`src/hdl/nksf_pkg.sv`:
```
// ----------------------------------------------------------------------------
// nksf_pkg
// Shared types and constants of the knot span finder: walk token, broadcast
// controls, sequencer states and command codes.
// ----------------------------------------------------------------------------
package nksf_pkg;

  // Defaults for the top level parameters
  localparam int KNOT_DEPTH_DEF = 128;
  localparam int KNOT_WIDTH_DEF = 32;
  localparam int MAX_ORDER_DEF  = 8;

  // Index width covers every store index and span length up to a depth of 4096
  localparam int IDX_W = 13;
  // Query parameter width
  localparam int T_W   = 32;

  // Register reset values
  localparam logic [3:0] ORDER_RST = 4'd4;
  localparam logic [6:0] COUNT_RST = 7'd4;

  // Input actions
  localparam logic ACT_WRITE = 1'b0;
  localparam logic ACT_QUERY = 1'b1;

  // Configuration register indexes
  localparam logic CFG_ORDER = 1'b0;
  localparam logic CFG_COUNT = 1'b1;

  typedef logic [IDX_W-1:0] nksf_idx_t;

  // Which walk the token is on
  typedef enum logic {
    PASS_HINT,   // find the hint span start past runs of equal knots
    PASS_SPAN    // find the last knot not above t
  } nksf_pass_t;

  typedef enum logic [2:0] {
    ST_IDLE,
    ST_START_A,
    ST_PASS_A,
    ST_START_B,
    ST_PASS_B,
    ST_FINISH
  } nksf_state_t;

  // Held by the sequencer for the length of one walk
  typedef struct packed {
    nksf_pass_t pass;
    nksf_idx_t  lo;     // first store index of the walk window
    nksf_idx_t  hi;     // last store index of the window
  } nksf_bcast_t;

  // Running result handed from cell to cell
  typedef struct packed {
    logic      vld;
    nksf_idx_t hit;      // hint walk: run start; span walk: last knot <= t
    nksf_idx_t stop;     // where a from-below backoff from hit lands
    nksf_idx_t last_ne;  // last index whose knot differs from t
    logic      below;    // first window knot is above t
    logic      lt;       // t below the knot at hit
    logic      eq;       // t equal to the knot at hit
  } nksf_tok_t;

endpackage

```
`src/hdl/nksf_cell.sv`:
```
// ----------------------------------------------------------------------------
// nksf_cell
// One knot slot of the chain: holds one knot, compares it with t when the
// walk token passes and hands the updated token to the next slot.
// ----------------------------------------------------------------------------
module nksf_cell import nksf_pkg::*; #(
  parameter int KNOT_WIDTH = KNOT_WIDTH_DEF,
  parameter int CELL_IDX   = 0
) (
  input  logic                         clk,
  input  logic                         rst_n,
  input  logic                         wr_en,
  input  nksf_idx_t                    wr_slot,
  input  logic signed [KNOT_WIDTH-1:0] wr_knot,
  input  logic signed [KNOT_WIDTH-1:0] prev_knot,
  input  logic signed [T_W-1:0]        param_t,
  input  nksf_bcast_t                  bcast,
  input  nksf_tok_t                    tok_in,
  output nksf_tok_t                    tok_out,
  output logic signed [KNOT_WIDTH-1:0] knot_out
);

  localparam int        CMPW   = (KNOT_WIDTH > T_W) ? KNOT_WIDTH : T_W;
  localparam nksf_idx_t MY_IDX = IDX_W'(CELL_IDX);

  logic signed [KNOT_WIDTH-1:0] knot_r;
  logic signed [CMPW-1:0]       knot_x;
  logic signed [CMPW-1:0]       t_x;
  logic                         in_win;
  logic                         t_lt;
  logic                         t_eq;
  logic                         tok_vld_r;
  nksf_tok_t                    tok_dat_r;
  nksf_tok_t                    tok_nxt;

  // Load the knot on a write beat aimed at this slot
  always_ff @(posedge clk) begin
    if (wr_en && (wr_slot == MY_IDX)) begin
      knot_r <= wr_knot;
    end
  end

  assign knot_out = knot_r;
  assign knot_x   = CMPW'(knot_r);
  assign t_x      = CMPW'(param_t);
  assign t_lt     = (t_x < knot_x);
  assign t_eq     = (t_x == knot_x);
  assign in_win   = (MY_IDX >= bcast.lo) && (MY_IDX <= bcast.hi);

  // Update the token when it sits on a slot inside the window
  always_comb begin
    tok_nxt = tok_in;
    if (tok_in.vld && in_win) begin
      case (bcast.pass)
        PASS_HINT: begin
          // a new run of knots starts here
          if (knot_r != prev_knot) begin
            tok_nxt.hit = MY_IDX;
            tok_nxt.lt  = t_lt;
            tok_nxt.eq  = t_eq;
          end
        end
        PASS_SPAN: begin
          if (MY_IDX == bcast.lo) begin
            tok_nxt.below = t_lt;
          end else begin
            if (!t_lt) begin
              tok_nxt.hit  = MY_IDX;
              tok_nxt.stop = t_eq ? tok_in.last_ne : MY_IDX;
            end
            if (!t_eq) begin
              tok_nxt.last_ne = MY_IDX;
            end
          end
        end
        default: begin
          tok_nxt = tok_in;
        end
      endcase
    end
  end

  // Advance the token one slot
  always_ff @(posedge clk) begin
    if (!rst_n) begin
      tok_vld_r <= 1'b0;
    end else begin
      tok_vld_r <= tok_nxt.vld;
    end
  end

  always_ff @(posedge clk) begin
    tok_dat_r <= tok_nxt;
  end

  always_comb begin
    tok_out     = tok_dat_r;
    tok_out.vld = tok_vld_r;
  end

endmodule

```
`config.mk`:
```
export PLATFORM = sky130hd
export DESIGN_NAME = nksf_cell
export DESIGN_NICKNAME = d
export VERILOG_FILES = /design/src/hdl/nksf_pkg.sv /design/src/hdl/nksf_cell.sv
export SDC_FILE = /design/constraint.sdc
export NUM_CORES = 1
export LEC_CHECK = 0
export ABC_AREA = 1
export BUFFER_PORTS_ARGS = -buffer_cell sky130_fd_sc_hd__buf_2
export CAP_MARGIN = 20
export CORE_AREA = 2 2 100 102
export DETAILED_ROUTE_END_ITERATION = 10
export DIE_AREA = 0 0 102 104
export PLACE_DENSITY_LB_ADDON = 0.1
export SLEW_MARGIN = 20
export SYNTH_ARGS = -nofsm -noshare
export SYNTH_HDL_FRONTEND = slang
export SYNTH_SLANG_ARGS = --single-unit
```
`constraint.sdc`:
```
create_clock -name clk -period 6.4 [get_ports clk]
set_clock_uncertainty 0.1 [all_clocks]
set_input_delay 0.64 -clock clk [delete_from_list [all_inputs] [get_ports clk]]
set_output_delay 0.64 -clock clk [all_outputs]
set_load 0.01 [all_outputs]
```
==> flow_metrics.py, run 1 <==
metrics = {
    "worst_setup_path": {
        "endpoint_kind": "flip-flop",
        "slowest_stage": "or4_1",
        "crit_path_start_kind": "input port",
        "path_max_fanout": 32,
        "crit_required_ns": 6.29,
        "path_cells": "buf_2, or4_1, nor4_2, buf_4",
        "slowest_delay_ns": 0.53,
        "critPathArrivalTime_ns": 1.85,
        "critPathKind": "input port to flip-flop",
    },
    "power_and_ir_drop": {
        "p_leak_nw": 2.620,
        "vdd_ir_drop_max_mv": 0.1430,
        "p_per_area_mw_per_mm2": 192.2,
    },
    "timing": {
        "min_period_ns": 1.963,
        "slew_headroom_pct": 49.51,
        "hold_violations": 0,
        "tns_ns": 0,
        "worst_pin_slew_ns": 0.7555,
        "max_freq_ghz": 0.5094,
        "drv_slew": 0,
        "setup_violations": 0,
        "rsz0062_at_grt": "false",
        "period_share_pct": 30.67,
    },
    "die": {
        "start_util_pct": 37.37,
        "rows": 36,
        "die_x_um": 102,
        "core_area_mm2": 0.009549,
        "dieArea_mm2": 0.01061,
        "die_h_um": 104,
        "io_pins": 257,
    },
    "cells_and_area": {
        "final_layout_size_suffix_gt1_share_pct": 46.76,
        "antennaDiodeCount": 0,
        "nets": 810,
        "final_cell_mix": "buf_2 (243), nand2_1 (61), inv_1 (54)",
        "syn2layout_area_growth_pct": 40.50,
        "layout.cells.most_common": "buf_2",
        "final_util_pct": 52.50,
    },
    "cts": {
        "cts_buffer_depth": 2,
        "post_cts_resized": 0,
        "post_cts_buffers": 0,
        "clock-sinks": 75,
        "path_clk_slew_ns": 0.09,
        "cts_hold_buffers": 0,
        "cts_buffers": 9,
        "cts-root-buf": "clkbuf_8",
        "ctsHtreeMaxLevel": 3,
        "cts_tree": "done",
        "clk_latency_ns": 0.35,
    },
    "synth": {
        "synth_seq_cells": 75,
        "netlist_area_mm2": 0.003568,
        "yosysWarningCount": 0,
        "yosysSeqAreaShare_pct": 51.05,
        "synth_area_leaders": "edfxtp_1 (27%), dfxtp_1 (24%), ha_1 (11%)",
        "synthCells": 369,
        "synth_top_area_share_pct": 26.93,
        "synth_area_leader_cell": "edfxtp_1",
        "syn_nets": 583,
        "avgSynthCellArea_um2": 9.671,
        "synth_cell_types": 28,
    },
    "route": {
        "drt-pass1-iter-count": 4,
        "dr.first_iter.drc_count": 48,
        "vias_per_cell": 4.301,
        "vias": 3157,
        "ant_nets": 0,
        "wl_per_cell_um": 12.20,
        "drc": 0,
        "finalWirelength_um": 8956,
    },
    "placed_design": {
        "gp_congestion": 0.7600,
        "portBuffers": 243,
        "hpwlAfterDp_um": 7546,
    },
    "global_routing": {
        "gr-total-overflow": 0,
        "grt_pass1_vias": 3049,
        "antenna_found_initial": 0,
        "grt_pass1_wl_um": 13400,
        "grt_util_all_layers_pct": 16.30,
        "grt_max_degree": 33,
    },
    "flow_run": {
        "cap_viol_max_count": 0,
    },
    "worst_hold_path": {
        "min_path_type": "input port to flip-flop",
    },
    "run_status": {
        "status": "finished clean",
    },
}
-- cells in the mapped netlist --
master / instances
or2_2: 1
nor3_2: 2
nor3_1: 3
buf_4: 1
nor2_4: 11
inv_1: 54
inv_2: 4
xor2_1: 4
nor2_1: 24
edfxtp_1: 32
nor2_2: 1
xnor2_1: 22
nand2_1: 61
nand3_1: 11
clkbuf_1: 26
or4_1: 1
nor4_1: 3
or2_1: 6
o21ai_0: 4
dfxtp_1: 43
nand4_1: 4
o21a_1: 2
buf_12: 1
ha_1: 32
nor4_4: 1
nand4_2: 1
a21o_1: 1
a21oi_1: 13
-- registers in the layout, summed over array words and instances, names as in the netlist --
name       flops
tok_vld_r      1
tok_out       42
knot_out      32
-- kinds of logic after synthesis --
logic type                 count (synthesis)  synth area share [%]
and+or+nand+nor                          130                 18.72
AOI/OAI and AO/OA                         20                 3.015
DFF                                       75                 51.05
xor gates and xnor gates                  26                 6.381
adders and majority gates                 32                 11.22
buffers and inverters                     86                 9.607
-- power by group --
part           switching [mW]  internal (mW)
Combinational          0.0518         0.0673
Clock                   0.185          0.145
Sequential            0.00298          0.512
Total                   0.240          0.724
-- per-layer routing --
layer  up-vias  GRT usage [%]  share of wire, %
li1       1600              -                 -
met1      1398          17.03                38
met2       143          28.85                49
met3        16          6.384                10
met4         0          6.286               2.1
met5         -              0                 0
-- cell type report --
type	instances	area (um2)
Timing Repair Buffer	244	1224
Clock buffer	10	127.6
Inverter	58	217.7
Multi-Input combinational cell	208	1410
Tap cell	133	166.4
Clock inverter	6	46.29
Sequential cell	75	1822
Fill cell	958	4536
-- worst max-delay path, delay by kind of cell --
| family | cells | cell delay (ns) |
|---|---|---|
| buf+inv | 2 | 0.52 |
| simple gates | 2 | 0.68 |
-- through the flow --
step / instances / instance area, um2 / hold slack, ns / setup slack [ns] / total power [mW]
after floorplan: 369 / 3568 / 0.6304 / 1.566 / 0.5780
after global placement: 718 / 4840 / 0.6425 / 4.071 / 0.6425
after detailed placement: 718 / 4840 / 0.6437 / 4.071 / 0.6464
after CTS: 734 / 5014 / 0.2714 / 4.440 / 0.9800
after global routing: 734 / 5014 / 0.2676 / 4.302 / 1.010
final: 734 / 5014 / 0.2894 / 4.437 / 0.9636
-- final timing paths --
kind,from,to,slack [ns],depth (start not counted)
setup / recovery,wr_slot[3],knot_out[19],4.44,4
hold / removal,tok_in[23],tok_out[23],0.29,1
setup reg to reg,knot_out[25],tok_out[0],4.48,9
hold reg to reg,knot_out[23],tok_out[1],0.85,7
No activity file was read; power rests on OpenSTA's default activity.
==> run 2, diff against run 1 <==
Settings changed: ABC_AREA 1 to 0.
Clock period 6.4 ns to 1.9 ns, I/O delays scaled along.
==> flow_metrics.py, run 2 <==
metrics = {
    "run_status": {
        "status": "complete, but fails checks",
        "violations": "negative setup slack",
    },
    "die": {
        "dieArea_mm2": 0.01061,
        "core_area_mm2": 0.009549,
        "io_pins": 257,
        "die_x_um": 102,
        "rows": 36,
        "die_h_um": 104,
        "start_util_pct": 34.41,
    },
    "placed_design": {
        "place_area_mm2": 0.004886,
        "placedCellCount": 677,
        "dp_slack_ns": -0.2665,
        "gp_congestion": 0.8601,
        "hpwlAfterDp_um": 8229,
        "portBuffers": 243,
    },
    "power_and_ir_drop": {
        "p_sw_share_pct": 24.44,
        "switchingPower_uw": 847.1,
        "p_seq_share_pct": 50.1,
        "pwr-share-clk_pct": 34.6,
        "vdd_ir_drop_max_mv": 0.5138,
        "p_leak_nw": 2.971,
        "p_per_area_mw_per_mm2": 575.5,
        "p_int_mw": 2.618,
        "comb_power_share_pct": 15.3,
    },
    "route": {
        "drt-pass1-iter-count": 4,
        "vias": 3324,
        "vias_per_cell": 4.295,
        "drc": 0,
        "wl_per_cell_um": 14.63,
        "finalWirelength_um": 11320,
        "dr.first_iter.drc_count": 59,
        "ant_nets": 0,
    },
    "worst_setup_path": {
        "slowest_stage": "edfxtp_1",
        "timing.critical_path.buf_inv": 1,
        "r2r_end": "tok_out[2]",
        "critPathKind": "flip-flop to flip-flop",
        "endpoint_kind": "flip-flop",
        "crit_required_ns": 2.06,
        "reg2reg_setup_slack_ns": -0.20,
        "crit_path_start_kind": "flip-flop",
        "slowest_delay_ns": 0.40,
        "critPathArrivalTime_ns": 2.26,
        "r2r-start": "knot_out[14]",
        "path_max_fanout": 3,
        "rr_worst_depth": 8,
        "path_delay_family": "compound AO/OA/AOI/OAI gates",
        "path_cells": "inv_2, ha_4, nand4_1, nor2_1, a221o_1, o31a_1, o21a_1, o31ai_1",
    },
    "timing": {
        "min_period_ns": 2.100,
        "setup_violations": 16,
        "period_share_pct": 110.5,
        "max_freq_ghz": 0.4762,
        "hold_ws_ns": 0.1270,
        "fin_ws_ns": -0.1998,
        "rsz0062_at_grt": "true",
        "drv_slew": 0,
        "hold_violations": 0,
        "slew_headroom_pct": 75.45,
        "worst_pin_slew_ns": 0.3670,
    },
    "synth": {
        "synthCells": 292,
        "synth_cell_types": 31,
        "synth_area_leader_cell": "edfxtp_1",
        "ys_top_cells_by_count": "dfxtp_1 (43), inv_1 (33), edfxtp_1 (32), ha_1 (32), xor2_1 (32)",
        "synth_seq_cells": 75,
        "synthFlopType": "dfxtp_1",
        "yosysWarningCount": 0,
        "yosysMostFrequentCell": "dfxtp_1",
        "synth_area_leaders": "edfxtp_1 (29%), dfxtp_1 (26%), ha_1 (12%)",
        "synth-async-reset-ratio_pct": 0,
        "avgSynthCellArea_um2": 11.25,
        "syn_nets": 506,
        "netlist_area_mm2": 0.003286,
        "synth_top_area_share_pct": 29.25,
        "synth_edf_count": 32,
        "yosysSeqAreaShare_pct": 55.45,
    },
    "global_routing": {
        "grt_pass1_vias": 3481,
        "gr-total-overflow": 0,
        "grt_util_all_layers_pct": 20.88,
        "antenna_found_initial": 1,
        "grt_max_degree": 33,
        "grt_pass1_wl_um": 16630,
    },
    "cts": {
        "cts_tree": "done",
        "cts_buffers": 9,
        "path_clk_slew_ns": 0.08,
        "cts-root-buf": "clkbuf_8",
        "clock-sinks": 75,
        "clk_latency_ns": 0.35,
        "cts_buffer_depth": 2,
        "ctsHtreeMaxLevel": 3,
    },
    "cells_and_area": {
        "final_cell_mix": "buf_2 (243), dlygate4sd3_1 (76), dfxtp_1 (43)",
        "layout.cells.most_common": "buf_2",
        "largest_register_ffs": 42,
        "syn2layout_area_growth_pct": 83.28,
        "stdcell_count": 774,
        "final_layout_size_suffix_gt1_share_pct": 50.94,
        "final_util_pct": 63.06,
        "nets": 849,
        "fin_area_mm2": 0.006022,
    },
    "worst_hold_path": {
        "min-delay-start": "bcast[26]",
        "hold_end": "tok_out[2]",
        "min_path_type": "input port to flip-flop",
        "hold_depth": 4,
    },
    "flow_run": {
        "cap_viol_max_count": 0,
    },
}
[run 2: final cells by class]
cell class / count / area [um2]
Inverter: 33 / 123.9
Fill cell: 830 / 3527
Sequential cell: 75 / 1822
Antenna cell: 1 / 2.502
Multi-Input combinational cell: 156 / 1401
Timing Repair Buffer: 360 / 2312
Clock buffer: 10 / 148.9
Tap cell: 133 / 166.4
Clock inverter: 6 / 45.04
[run 2: power by group through the flow]
| stage | registers, mW | logic (mW) | clock network (mW) |
|---|---|---|---|
| finish | 1.74 | 0.529 | 1.20 |
| detailed placement | 1.77 | 0.385 | 0 |
| global placement | 1.77 | 0.374 | 0 |
| global route | 1.74 | 0.576 | 1.31 |
| floorplan | 1.80 | 0.112 | 0 |
| CTS | 1.74 | 0.519 | 1.24 |
[run 2: worst min-delay path, cell delays in order]
cell,delay [ns]
buf_2,0.10
inv_1,0.04
or2_2,0.12
o31ai_1,0.07
[run 2: how the worst max path moves through the flow]
stage / from / endpoint / slack [ns] / cells after the start
finish: knot_out[14] / tok_out[2] / -0.20 / 8
global route: knot_out[8] / tok_out[2] / -0.31 / 8
CTS: knot_out[8] / tok_out[2] / -0.21 / 8
detailed placement: knot_out[14] / tok_out[1] / -0.27 / 8
global placement: knot_out[15] / tok_out[1] / -0.21 / 8
floorplan: wr_slot[1] / knot_out[0] / -0.46 / 2
[run 2: metrics by stage]
stage          total power [mW]  setup TNS [ns]
6_report                  3.466          -2.026
5_1_grt                   3.628          -3.934
4_1_cts                   3.491          -1.892
3_5_place_dp              2.157          -1.429
3_3_place_gp              2.146          -1.373
2_1_floorplan             1.912          -15.06
[run 2: repair_timing]
item,4_1_cts,5_1_grt
hold buffers,76,0
endpoints found under the setup margin,16,16
gates cloned,2,0
setup buffers,3,0
resized for setup,18,11
hold endpoints to repair,75,0
pin swaps,10,11
[run 2: cell families (layout without fill, tap and decap cells)]
family	Yosys count	count (layout)	synth area share (%)
buffers and inverters	61	409	7.083
other	0	1	0
and+or+nand+nor	63	63	11.04
AOI/OAI and AO/OA	29	29	5.712
DFF	75	75	55.45
adders and majority gates	32	32	12.19
xor gates and xnor gates	32	32	8.530
[run 2: layer usage]
metal / up-vias / track usage (%) / wire length, um / share of wire, %
met5: - / 0 / 0 / 0
met4: 0 / 6.190 / 123 / 1.1
met3: 9 / 7.191 / 859 / 7.6
met2: 139 / 38.53 / 6034 / 53
met1: 1508 / 21.84 / 4303 / 38
li1: 1668 / - / - / -
