## config.mk

```make
export PLATFORM = sky130hd
export DESIGN_NAME = nksf_ctrl
export DESIGN_NICKNAME = d
export VERILOG_FILES = /design/src/hdl/nksf_pkg.sv /design/src/hdl/nksf_ctrl.sv
export SDC_FILE = /design/constraint.sdc
export NUM_CORES = 1
export LEC_CHECK = 0
export BUFFER_PORTS_ARGS = -buffer_cell sky130_fd_sc_hd__buf_2
export CORE_ASPECT_RATIO = 0.6
export CORE_MARGIN = 4
export CORE_UTILIZATION = 50
export DETAILED_ROUTE_END_ITERATION = 16
export HOLD_SLACK_MARGIN = 0.1
export PLACE_DENSITY_LB_ADDON = 0.1
export SLEW_MARGIN = 20
export SYNTH_ARGS = -nofsm -noshare
export SYNTH_HDL_FRONTEND = slang
export SYNTH_SLANG_ARGS = --single-unit
export TNS_END_PERCENT = 50
```

## constraint.sdc

```tcl
create_clock -name clk -period 11.82 [get_ports clk]
set_input_delay 1.773 -clock clk [delete_from_list [all_inputs] [get_ports clk]]
set_output_delay 1.773 -clock clk [all_outputs]
set_load 0.02 [all_outputs]
```

## src/hdl/nksf_pkg.sv

```systemverilog
// ----------------------------------------------------------------------------
// nksf_pkg
// Shared types and constants of the knot span finder: walk token, broadcast
// controls, sequencer states and command codes.
// ----------------------------------------------------------------------------
package nksf_pkg;

  // Defaults for the top level parameters
  localparam int KNOT_DEPTH_DEF = 128;
  localparam int KNOT_WIDTH_DEF = 32;
  localparam int MAX_ORDER_DEF  = 8;

  // Index width covers every store index and span length up to a depth of 4096
  localparam int IDX_W = 13;
  // Query parameter width
  localparam int T_W   = 32;

  // Register reset values
  localparam logic [3:0] ORDER_RST = 4'd4;
  localparam logic [6:0] COUNT_RST = 7'd4;

  // Input actions
  localparam logic ACT_WRITE = 1'b0;
  localparam logic ACT_QUERY = 1'b1;

  // Configuration register indexes
  localparam logic CFG_ORDER = 1'b0;
  localparam logic CFG_COUNT = 1'b1;

  typedef logic [IDX_W-1:0] nksf_idx_t;

  // Which walk the token is on
  typedef enum logic {
    PASS_HINT,   // find the hint span start past runs of equal knots
    PASS_SPAN    // find the last knot not above t
  } nksf_pass_t;

  typedef enum logic [2:0] {
    ST_IDLE,
    ST_START_A,
    ST_PASS_A,
    ST_START_B,
    ST_PASS_B,
    ST_FINISH
  } nksf_state_t;

  // Held by the sequencer for the length of one walk
  typedef struct packed {
    nksf_pass_t pass;
    nksf_idx_t  lo;     // first store index of the walk window
    nksf_idx_t  hi;     // last store index of the window
  } nksf_bcast_t;

  // Running result handed from cell to cell
  typedef struct packed {
    logic      vld;
    nksf_idx_t hit;      // hint walk: run start; span walk: last knot <= t
    nksf_idx_t stop;     // where a from-below backoff from hit lands
    nksf_idx_t last_ne;  // last index whose knot differs from t
    logic      below;    // first window knot is above t
    logic      lt;       // t below the knot at hit
    logic      eq;       // t equal to the knot at hit
  } nksf_tok_t;

endpackage

```

## src/hdl/nksf_ctrl.sv

```systemverilog
// ----------------------------------------------------------------------------
// nksf_ctrl
// Query sequencer: checks the configuration, launches the hint walk and the
// span walk down the cell chain, folds their tokens into the span index and
// holds the result beat until it is taken.
// ----------------------------------------------------------------------------
module nksf_ctrl import nksf_pkg::*; #(
  parameter int KNOT_DEPTH = KNOT_DEPTH_DEF,
  parameter int MAX_ORDER  = MAX_ORDER_DEF
) (
  input  logic                  clk,
  input  logic                  rst_n,
  input  logic                  in_valid,
  output logic                  in_stall,
  input  logic                  in_action,
  input  logic signed [T_W-1:0] in_param_t,
  input  logic signed [1:0]     in_side,
  input  logic [6:0]            in_hint,
  input  logic [3:0]            curve_order,
  input  logic [6:0]            control_count,
  output nksf_bcast_t           bcast,
  output nksf_tok_t             tok_head,
  input  nksf_tok_t             tok_tail,
  output logic signed [T_W-1:0] param_t,
  output logic                  out_valid,
  input  logic                  out_stall,
  output logic [6:0]            out_span,
  output logic                  out_config_error
);

  localparam nksf_idx_t DEPTH_LIM = IDX_W'(KNOT_DEPTH + 2);
  localparam nksf_idx_t ORDER_LIM = IDX_W'(MAX_ORDER);
  localparam nksf_idx_t ONE       = IDX_W'(1);
  localparam nksf_idx_t TWO       = IDX_W'(2);

  nksf_state_t           state_r, state_nxt;
  logic signed [T_W-1:0] t_r, t_nxt;
  logic                  neg_r, neg_nxt;
  logic                  hint_ok_r, hint_ok_nxt;
  nksf_idx_t             b0_r, b0_nxt;
  nksf_idx_t             len0_r, len0_nxt;
  nksf_idx_t             base_r, base_nxt;
  nksf_idx_t             len_r, len_nxt;
  nksf_idx_t             h_r, h_nxt;
  nksf_pass_t            pass_r, pass_nxt;
  nksf_idx_t             lo_r, lo_nxt;
  nksf_idx_t             hi_r, hi_nxt;
  logic [6:0]            span_r, span_nxt;
  logic                  err_r, err_nxt;
  logic                  out_valid_r, out_valid_nxt;
  logic [6:0]            out_span_r, out_span_nxt;
  logic                  out_err_r, out_err_nxt;

  nksf_idx_t ord;
  nksf_idx_t cnt;
  nksf_idx_t hint;
  nksf_idx_t len0_q;
  logic      cfg_bad;
  logic      hint_ok_q;
  nksf_idx_t hp;
  nksf_idx_t hf;
  nksf_idx_t jrel;
  nksf_idx_t base_v;
  nksf_idx_t len_v;
  nksf_idx_t h_v;
  nksf_idx_t rel_v;
  logic      out_free;

  assign ord    = IDX_W'(curve_order);
  assign cnt    = IDX_W'(control_count);
  assign hint   = IDX_W'(in_hint);
  assign len0_q = cnt - ord + TWO;

  // Order out of range, too few points or more knots than the store holds
  assign cfg_bad = (ord < TWO) || (ord > ORDER_LIM) || (cnt < ord) ||
                   ((ord + cnt) > DEPTH_LIM);
  assign hint_ok_q = (hint != '0) && (hint < (len0_q - ONE));

  // Hint walk results: run start relative to the domain, backed off by one
  // when t sits on that knot and the limit is from below
  assign hp   = tok_tail.hit - b0_r;
  assign hf   = hp - IDX_W'(neg_r && tok_tail.eq);
  assign jrel = tok_tail.hit - base_r;

  assign out_free = !out_valid_r || !out_stall;

  // Window of the span walk
  always_comb begin
    base_v = b0_r;
    len_v  = len0_r;
    h_v    = '0;
    if (hint_ok_r && (hp != '0)) begin
      if (tok_tail.lt) begin
        len_v = hp + ONE;
      end else begin
        h_v    = hf;
        base_v = b0_r + hf;
        len_v  = len0_r - hf;
      end
    end
  end

  // Clamp into the domain and back up over knots equal to t
  always_comb begin
    if (tok_tail.below) begin
      rel_v = '0;
    end else if (jrel >= (len_r - ONE)) begin
      rel_v = len_r - TWO;
    end else if (neg_r) begin
      rel_v = tok_tail.stop - base_r;
    end else begin
      rel_v = jrel;
    end
  end

  // Next state and outputs
  always_comb begin
    state_nxt     = state_r;
    t_nxt         = t_r;
    neg_nxt       = neg_r;
    hint_ok_nxt   = hint_ok_r;
    b0_nxt        = b0_r;
    len0_nxt      = len0_r;
    base_nxt      = base_r;
    len_nxt       = len_r;
    h_nxt         = h_r;
    pass_nxt      = pass_r;
    lo_nxt        = lo_r;
    hi_nxt        = hi_r;
    span_nxt      = span_r;
    err_nxt       = err_r;
    out_span_nxt  = out_span_r;
    out_err_nxt   = out_err_r;
    out_valid_nxt = out_valid_r && out_stall;
    in_stall      = (state_r != ST_IDLE);

    case (state_r)
      ST_IDLE: begin
        if (in_valid && (in_action == ACT_QUERY)) begin
          t_nxt   = in_param_t;
          neg_nxt = in_side[1];
          if (cfg_bad) begin
            span_nxt  = '0;
            err_nxt   = 1'b1;
            state_nxt = ST_FINISH;
          end else begin
            err_nxt     = 1'b0;
            b0_nxt      = ord - TWO;
            len0_nxt    = len0_q;
            hint_ok_nxt = hint_ok_q;
            pass_nxt    = PASS_HINT;
            lo_nxt      = ord - ONE;
            hi_nxt      = hint_ok_q ? (ord - TWO + hint) : '0;
            state_nxt   = ST_START_A;
          end
        end
      end
      ST_START_A: begin
        state_nxt = ST_PASS_A;
      end
      ST_PASS_A: begin
        if (tok_tail.vld) begin
          base_nxt  = base_v;
          len_nxt   = len_v;
          h_nxt     = h_v;
          pass_nxt  = PASS_SPAN;
          lo_nxt    = base_v;
          hi_nxt    = base_v + len_v - ONE;
          state_nxt = ST_START_B;
        end
      end
      ST_START_B: begin
        state_nxt = ST_PASS_B;
      end
      ST_PASS_B: begin
        if (tok_tail.vld) begin
          span_nxt  = 7'(rel_v + h_r);
          state_nxt = ST_FINISH;
        end
      end
      ST_FINISH: begin
        if (out_free) begin
          out_valid_nxt = 1'b1;
          out_span_nxt  = span_r;
          out_err_nxt   = err_r;
          state_nxt     = ST_IDLE;
        end
      end
      default: begin
        state_nxt = ST_IDLE;
      end
    endcase
  end

  // Launch a token at the head of the chain
  always_comb begin
    tok_head.vld     = (state_r == ST_START_A) || (state_r == ST_START_B);
    tok_head.hit     = (state_r == ST_START_A) ? b0_r : base_r;
    tok_head.stop    = base_r;
    tok_head.last_ne = base_r;
    tok_head.below   = 1'b0;
    tok_head.lt      = 1'b0;
    tok_head.eq      = 1'b0;
  end

  assign bcast.pass = pass_r;
  assign bcast.lo   = lo_r;
  assign bcast.hi   = hi_r;
  assign param_t    = t_r;

  assign out_valid        = out_valid_r;
  assign out_span         = out_span_r;
  assign out_config_error = out_err_r;

  // Control state
  always_ff @(posedge clk) begin
    if (!rst_n) begin
      state_r     <= ST_IDLE;
      out_valid_r <= 1'b0;
    end else begin
      state_r     <= state_nxt;
      out_valid_r <= out_valid_nxt;
    end
  end

  // Query context and result payload
  always_ff @(posedge clk) begin
    t_r        <= t_nxt;
    neg_r      <= neg_nxt;
    hint_ok_r  <= hint_ok_nxt;
    b0_r       <= b0_nxt;
    len0_r     <= len0_nxt;
    base_r     <= base_nxt;
    len_r      <= len_nxt;
    h_r        <= h_nxt;
    pass_r     <= pass_nxt;
    lo_r       <= lo_nxt;
    hi_r       <= hi_nxt;
    span_r     <= span_nxt;
    err_r      <= err_nxt;
    out_span_r <= out_span_nxt;
    out_err_r  <= out_err_nxt;
  end

endmodule

```

==> flow_summary_export.csv, run 1 <==
group,metric,value,unit
final_layout,syn_to_final_growth,16.4,%
timing,rsz0062_at_grt,"no",
final_layout,layout_commonest_cell,"buf_2",
routing,drc,0,
final_layout,nets,1540,
final_layout,multi_input_area,0.00628,sq mm
floorplan,die-height,122,um
worst_setup_path,reg2reg_slack,4.34,ns
clock_tree,cts_setup_buffers,0,
timing,fmax,0.122,GHz
final_layout,finalNonFillerCells,1590,
placement,gp_congestion,0.904,
logic_synthesis,ys_ff_latch,128,
floorplan,fp.coreArea,0.0211,sq mm
timing,worst_pin_slew,0.941,ns
clock_tree,cts_buffers,17,
min_path,hold_path_depth,0,
routing,drtAntennaViolNets,0,
logic_synthesis,synth_ff_type,"edfxtp_1",
power_and_ir_drop,ir_worst_vdd,0.110,mV
job,cap_violations,0,
routing,dr.pass1.iters,5,
logic_synthesis,netlist_area,0.0107,sq mm
final_layout,layout_common_cells,"buf_2 (188), ha_1 (132), inv_1 (127)",
logic_synthesis,synth_adder_area_share,0.172,
final_layout,fillers,1853,
logic_synthesis,synth_area_leaders,"edfxtp_1 (35%), ha_1 (15%), xnor2_1 (5.8%), inv_1 (4.4%), a21oi_1 (3.0%)",
placement,dpl_cell_area,0.0119,sq mm
timing,period_minus_slack,8.22,ns
routing,wl,27800,um
power_and_ir_drop,powerDensity,174,mW/mm^2
logic_synthesis,synth_xor_xnor_area_share,0.0906,
logic_synthesis,synth_compound_area_frac,0.157,
timing,slew_headroom,0.371,
worst_setup_path,r2r_start,"b0_r[4]",
logic_synthesis,yosys.area.top_type,"edfxtp_1",
worst_setup_path,reg2regPathDepth,25,
timing,slew_violations,0,
min_path,hold_start,"span_r[1]",
logic_synthesis,synth-edff-count,124,
timing,final.setup_skew,0.00882,ns
worst_setup_path,cp-end-kind,"flop",
outcome,outcome,"finished, final reports clean",
clock_tree,clkLatencyLatePin,0.42,ns
worst_setup_path,cp.required,11.97,ns
worst_setup_path,critPathKind,"in2reg",
placement,portBuffers,188,
floorplan,start_util,0.509,
grt,grt_first_pass_wirelength,43300,um
min_path,hold_end,"out_span[1]",
floorplan,die-area,0.0240,sq mm
timing,finalCritPeriodShare,0.695,
worst_setup_path,critPathLaunchType,"input pin",
clock_tree,path_clk_slew,0.06,ns
routing,vias,8657,
logic_synthesis,syn_area_per_cell,9.59,sq um
logic_synthesis,synthDistinctLibCells,75,
logic_synthesis,synth_top_area_frac,0.347,
floorplan,pin_count,212,
logic_synthesis,yosysSeqAreaShare,0.354,
routing,wire_per_inst,17.5,um
grt,grt_max_degree,37,
logic_synthesis,async_reset_ff_frac,0,
timing,hold_violations,0,
clock_tree,htree_levels,4,
floorplan,chipWidth,197,um
routing,avgViaCountPerCell,5.44,
logic_synthesis,synthCells,1120,
worst_setup_path,reg2reg_to,"hi_r[12]",
logic_synthesis,synth.area.mux_share,0.0184,
clock_tree,cts_hold_buffers,0,
routing,drt_iter0_drc,625,
logic_synthesis,ys_warn_count,0,
logic_synthesis,synth_top_family_by_area,"adder cells",
min_path,hold_class,"reg2reg",
grt,grt_pass1_vias,7980,
clock_tree,clk_path_buf_depth,2,
final_layout,design_area,0.0125,sq mm
final_layout,ff_latch_area,0.00380,sq mm
timing,setup_violations,0,
final_layout,antennaDiodeCount,0,
floorplan,num_rows,41,
worst_setup_path,cp_max_fo,14,
timing,finalSetupTns,0,ns
clock_tree,clock_sinks,128,
timing,holdWs,0.425,ns
placement,hpwl,22300,um
grt,grt_antenna_before_repair,0,
clock_tree,cts_tree,"yes",
clock_tree,cts-resized-gates,0,
power_and_ir_drop,power.leakage,5.69,nW
final_layout,layout-drive-gt1-share,0.195,
logic_synthesis,synthSimpleGateAreaFrac,0.143,
placement,dp.cells,1558,
clock_tree,root_buffer,"clkbuf_16",
worst_setup_path,cp.arrival,8.37,ns
grt,grt_usage,0.230,
grt,gr-total-overflow,0,
## state kept, by name, indices dropped and copies added, names as in the netlist, 3 cells and up
name,cells
len_r,13
param_t,32
state_r,3
lo_r,13
hi_r,13
out_span,7
b0_r,5
len0_r,9
base_r,13
span_r,7
h_r,7
## through the flow
| stage | util | worst slack, ns | power (W) |
|---|---|---|---|
| after floorplan | - | 4.24 | 0.00137 |
| after global placement | 0.564 | 3.18 | 0.00161 |
| after detailed placement | 0.564 | 3.10 | 0.00162 |
| after CTS | 0.593 | 3.51 | 0.00218 |
| after global routing | 0.593 | 3.03 | 0.00233 |
| final | 0.593 | 3.60 | 0.00217 |
## kinds of logic (layout without fill, tap and decap cells)
group,Yosys count,in the layout
AOI/OAI and AO/OA,255,255
xor gates and xnor gates,108,108
adders and majority gates,142,142
buffers and inverters,164,353
DFF,128,128
muxes,19,19
other,1,3
and+or+nand+nor,303,303
## layer usage
| metal | vias up | track usage | share of wire |
|---|---|---|---|
| met5 | - | 0 | 0 |
| met4 | 0 | 0.0342 | 0.0051 |
| met3 | 10 | 0.0462 | 0.072 |
| met2 | 262 | 0.309 | 0.40 |
| met1 | 4061 | 0.382 | 0.53 |
| li1 | 4324 | - | - |
## report_power, final
group          total (W)  switching, W  internal (W)
Sequential      0.000638     0.0000422      0.000596
Clock           0.000542      0.000219      0.000323
Combinational   0.000990      0.000596      0.000393
## worst max-delay path: stages
cell,delay (ns)
buf_2,0.10
inv_1,0.13
ha_1,0.22
inv_1,0.07
fa_1,0.41
a21o_1,0.23
a21oi_1,0.18
xnor2_1,0.24
a2111oi_0,0.53
nand4_1,0.28
o41ai_4,0.57
nand2b_4,0.37
nor3_1,0.08
a21oi_1,0.30
ha_1,0.34
inv_1,0.07
ha_1,0.22
a21o_1,0.17
a21oi_1,0.21
o21ai_0,0.12
a21o_1,0.21
a21o_1,0.19
a41o_1,0.25
o41ai_1,0.34
xnor2_1,0.18
xnor3_1,0.24
xnor2_1,0.21
o22ai_1,0.13
## cell type report
type | count | area share
multi-input cells | 830 | 0.502
flip-flops and latches | 128 | 0.304
repair buffers | 194 | 0.0789
inverters | 127 | 0.0381
clock buffers | 18 | 0.0351
well taps | 279 | 0.0279
clock inverters | 14 | 0.0135
## cell usage after synthesis (all sizes together), types with 6 or more instances
| cell type | number |
|---|---|
| xnor2 | 71 |
| or3 | 14 |
| o31ai | 7 |
| o21a | 10 |
| mux2 | 6 |
| mux2i | 13 |
| a211oi | 9 |
| nor2b | 22 |
| nor3b | 11 |
| buf | 20 |
| nand2b | 21 |
| and3 | 9 |
| nand2 | 76 |
| ha | 132 |
| o211ai | 11 |
| o22ai | 11 |
| fa | 10 |
| o21bai | 6 |
| or2 | 6 |
| and2 | 10 |
| edfxtp | 124 |
| inv | 127 |
| nor3 | 24 |
| xor2 | 35 |
| o21ai | 54 |
| nand3 | 14 |
| a21o | 40 |
| clkbuf | 17 |
| nor2 | 78 |
| a21oi | 64 |
| a21boi | 9 |
| nand4 | 6 |
## worst max path at each step
| stage | startpoint | end | slack, ns | depth (start not counted) |
|---|---|---|---|---|
| final | tok_tail[29] | hi_r[12] | 3.60 | 28 |
| after global routing | tok_tail[29] | hi_r[12] | 3.03 | 28 |
| after detailed placement | tok_tail[29] | hi_r[12] | 3.10 | 28 |
| after global placement | tok_tail[29] | hi_r[12] | 3.18 | 28 |
| after floorplan | tok_tail[29] | hi_r[12] | 4.24 | 27 |
| after CTS | tok_tail[29] | hi_r[12] | 3.51 | 28 |
Power figures use the tool's default switching activity.
==> run 2: changes to the inputs <==
==> constraint.sdc (replaced) <==
create_clock -name clk -period 8.51 [get_ports clk]
set_input_delay 1.2765 -clock clk [delete_from_list [all_inputs] [get_ports clk]]
set_output_delay 1.2765 -clock clk [all_outputs]
set_load 0.02 [all_outputs]
==> run 2 against run 1 <==
Critical path depth up 2. Sequential power up 39%. Worst setup slack worse by 2.6 ns. First-iteration DRC count down 2.2%. Clock power up 32%. Sequential share of layout area about the same. Final area about the same. Worst hold slack worse by 0.0067 ns. Global-route usage down 0.45 points. Critical path type unchanged. Highest routed layer unchanged.
==> flow_summary_export.csv, run 2 (synthesis results as in run 1) <==
group,metric,value,unit
outcome,outcome,"finished, final reports clean",
routing,wire_per_inst,17.2,um
min_path,hold_class,"reg2reg",
min_path,hold_start,"span_r[3]",
power_and_ir_drop,powerDensity,238,mW/mm^2
grt,grt_antenna_before_repair,0,
timing,fmax,0.132,GHz
clock_tree,cts_setup_buffers,0,
timing,final.setup_skew,0.0173,ns
timing,finalCritPeriodShare,0.887,
final_layout,antennaDiodeCount,0,
timing,hold_violations,0,
job,cap_violations,0,
clock_tree,cts-resized-gates,0,
final_layout,finalNonFillerCells,1592,
floorplan,fp.coreArea,0.0211,sq mm
routing,vias,8597,
clock_tree,path_clk_slew,0.07,ns
routing,dr.pass1.iters,5,
timing,worst_pin_slew,1.06,ns
floorplan,num_rows,41,
worst_setup_path,cp_common_cell,"ha_1",
placement,dp.cells,1560,
timing,finalSetupTns,0,ns
final_layout,largest_register_ffs,32,
floorplan,start_util,0.509,
routing,drtAntennaViolNets,0,
final_layout,nets,1542,
final_layout,fin_util,0.593,
final_layout,layout_commonest_cell,"buf_2",
floorplan,chipWidth,197,um
grt,grt_usage,0.226,
clock_tree,root_buffer,"clkbuf_16",
worst_setup_path,critPathSlowestCell,"a2111oi_1",
grt,grt_max_degree,37,
floorplan,pin_count,212,
clock_tree,clkLatencyLatePin,0.43,ns
timing,slew_violations,0,
routing,wl,27400,um
final_layout,layout_common_cells,"buf_2 (188), ha_1 (132), inv_1 (127)",
timing,slew_headroom,0.288,
worst_setup_path,r2r_start,"b0_r[4]",
timing,setup_violations,0,
clock_tree,cts_buffers,17,
worst_setup_path,cp_max_fo,8,
worst_setup_path,critPathLaunchType,"input pin",
clock_tree,clk_path_buf_depth,2,
clock_tree,cts_hold_buffers,0,
worst_setup_path,cp-end-kind,"flop",
placement,portBuffers,188,
final_layout,syn_to_final_growth,16.3,%
worst_setup_path,worstSetupStartpoint,"tok_tail[29]",
worst_setup_path,slowest_delay,0.68,ns
floorplan,die-height,122,um
worst_setup_path,cp.arrival,7.71,ns
routing,drt_iter0_drc,611,
placement,gp_congestion,0.888,
floorplan,die-area,0.0240,sq mm
grt,grt_pass1_vias,7863,
final_layout,layout-drive-gt1-share,0.195,
placement,hpwl,22300,um
power_and_ir_drop,ir_worst_vdd,0.155,mV
clock_tree,cts_tree,"yes",
worst_setup_path,critPathKind,"in2reg",
routing,drc,0,
clock_tree,htree_levels,4,
timing,period_minus_slack,7.55,ns
power_and_ir_drop,power.leakage,5.69,nW
worst_setup_path,crit_end,"hi_r[12]",
timing,rsz0062_at_grt,"no",
worst_setup_path,reg2regPathDepth,24,
clock_tree,clock_sinks,128,
worst_setup_path,reg2reg_to,"hi_r[12]",
worst_setup_path,reg2reg_slack,1.38,ns
grt,grt_first_pass_wirelength,42200,um
routing,avgViaCountPerCell,5.40,
grt,gr-total-overflow,0,
worst_setup_path,cp.required,8.67,ns
[run 2: cell count changes in the layout (fill, tap and decap cells not counted), sizes merged]
cell | before | now
clkinv | 3 | 6
buf | 194 | 196
bufinv | 2 | 0
clkinvlp | 3 | 1
inv | 133 | 135
clkbuf | 18 | 17
[run 2: critical path, delay by kind of cell]
family          cells  cell delay (ns)
compound gates     12             2.96
fa+ha+maj           5             1.64
xor+xnor            5             1.06
buf+inv             5             0.49
simple gates        3             0.28
[run 2: how the worst min path moves through the flow]
| stage | end | slack (ns) | depth (start not counted) |
|---|---|---|---|
| 2_1_floorplan | out_config_error | 0.40 | 0 |
| 3_3_place_gp | out_span[1] | 0.40 | 0 |
| 3_5_place_dp | out_span[3] | 0.40 | 0 |
| 4_1_cts | out_span[5] | 0.42 | 0 |
| 5_1_grt | out_span[2] | 0.44 | 0 |
| 6_report | out_span[3] | 0.42 | 0 |
[run 2: layer usage]
layer  part of all wire  vias up  track usage
li1                   -     4328            -
met1               0.54     4012        0.373
met2               0.39      243        0.298
met3              0.068       14       0.0522
met4             0.0054        0       0.0385
met5                  0        -            0
[run 2: final cells by class]
type / instances / area, sq um
fillers: 1849 / 8590
flip-flops and latches: 128 / 3800
clock inverters: 15 / 163
clock buffers: 17 / 425
well taps: 279 / 349
repair buffers: 196 / 1000
multi-input cells: 830 / 6270
inverters: 127 / 477
[run 2: metrics by stage]
step	total power (W)	cell area [sq um]	hold WS (ns)	worst slack (ns)
2_1_floorplan	0.00191	10700	0.400	1.42
3_3_place_gp	0.00224	11900	0.404	0.742
3_5_place_dp	0.00226	11900	0.405	0.574
4_1_cts	0.00299	12500	0.420	0.992
5_1_grt	0.00319	12500	0.439	0.414
6_report	0.00298	12500	0.419	0.959
[run 2: power by group]
part	internal [W]	switching (W)
clock network	0.000392	0.000323
registers	0.000828	0.0000581
logic	0.000548	0.000826
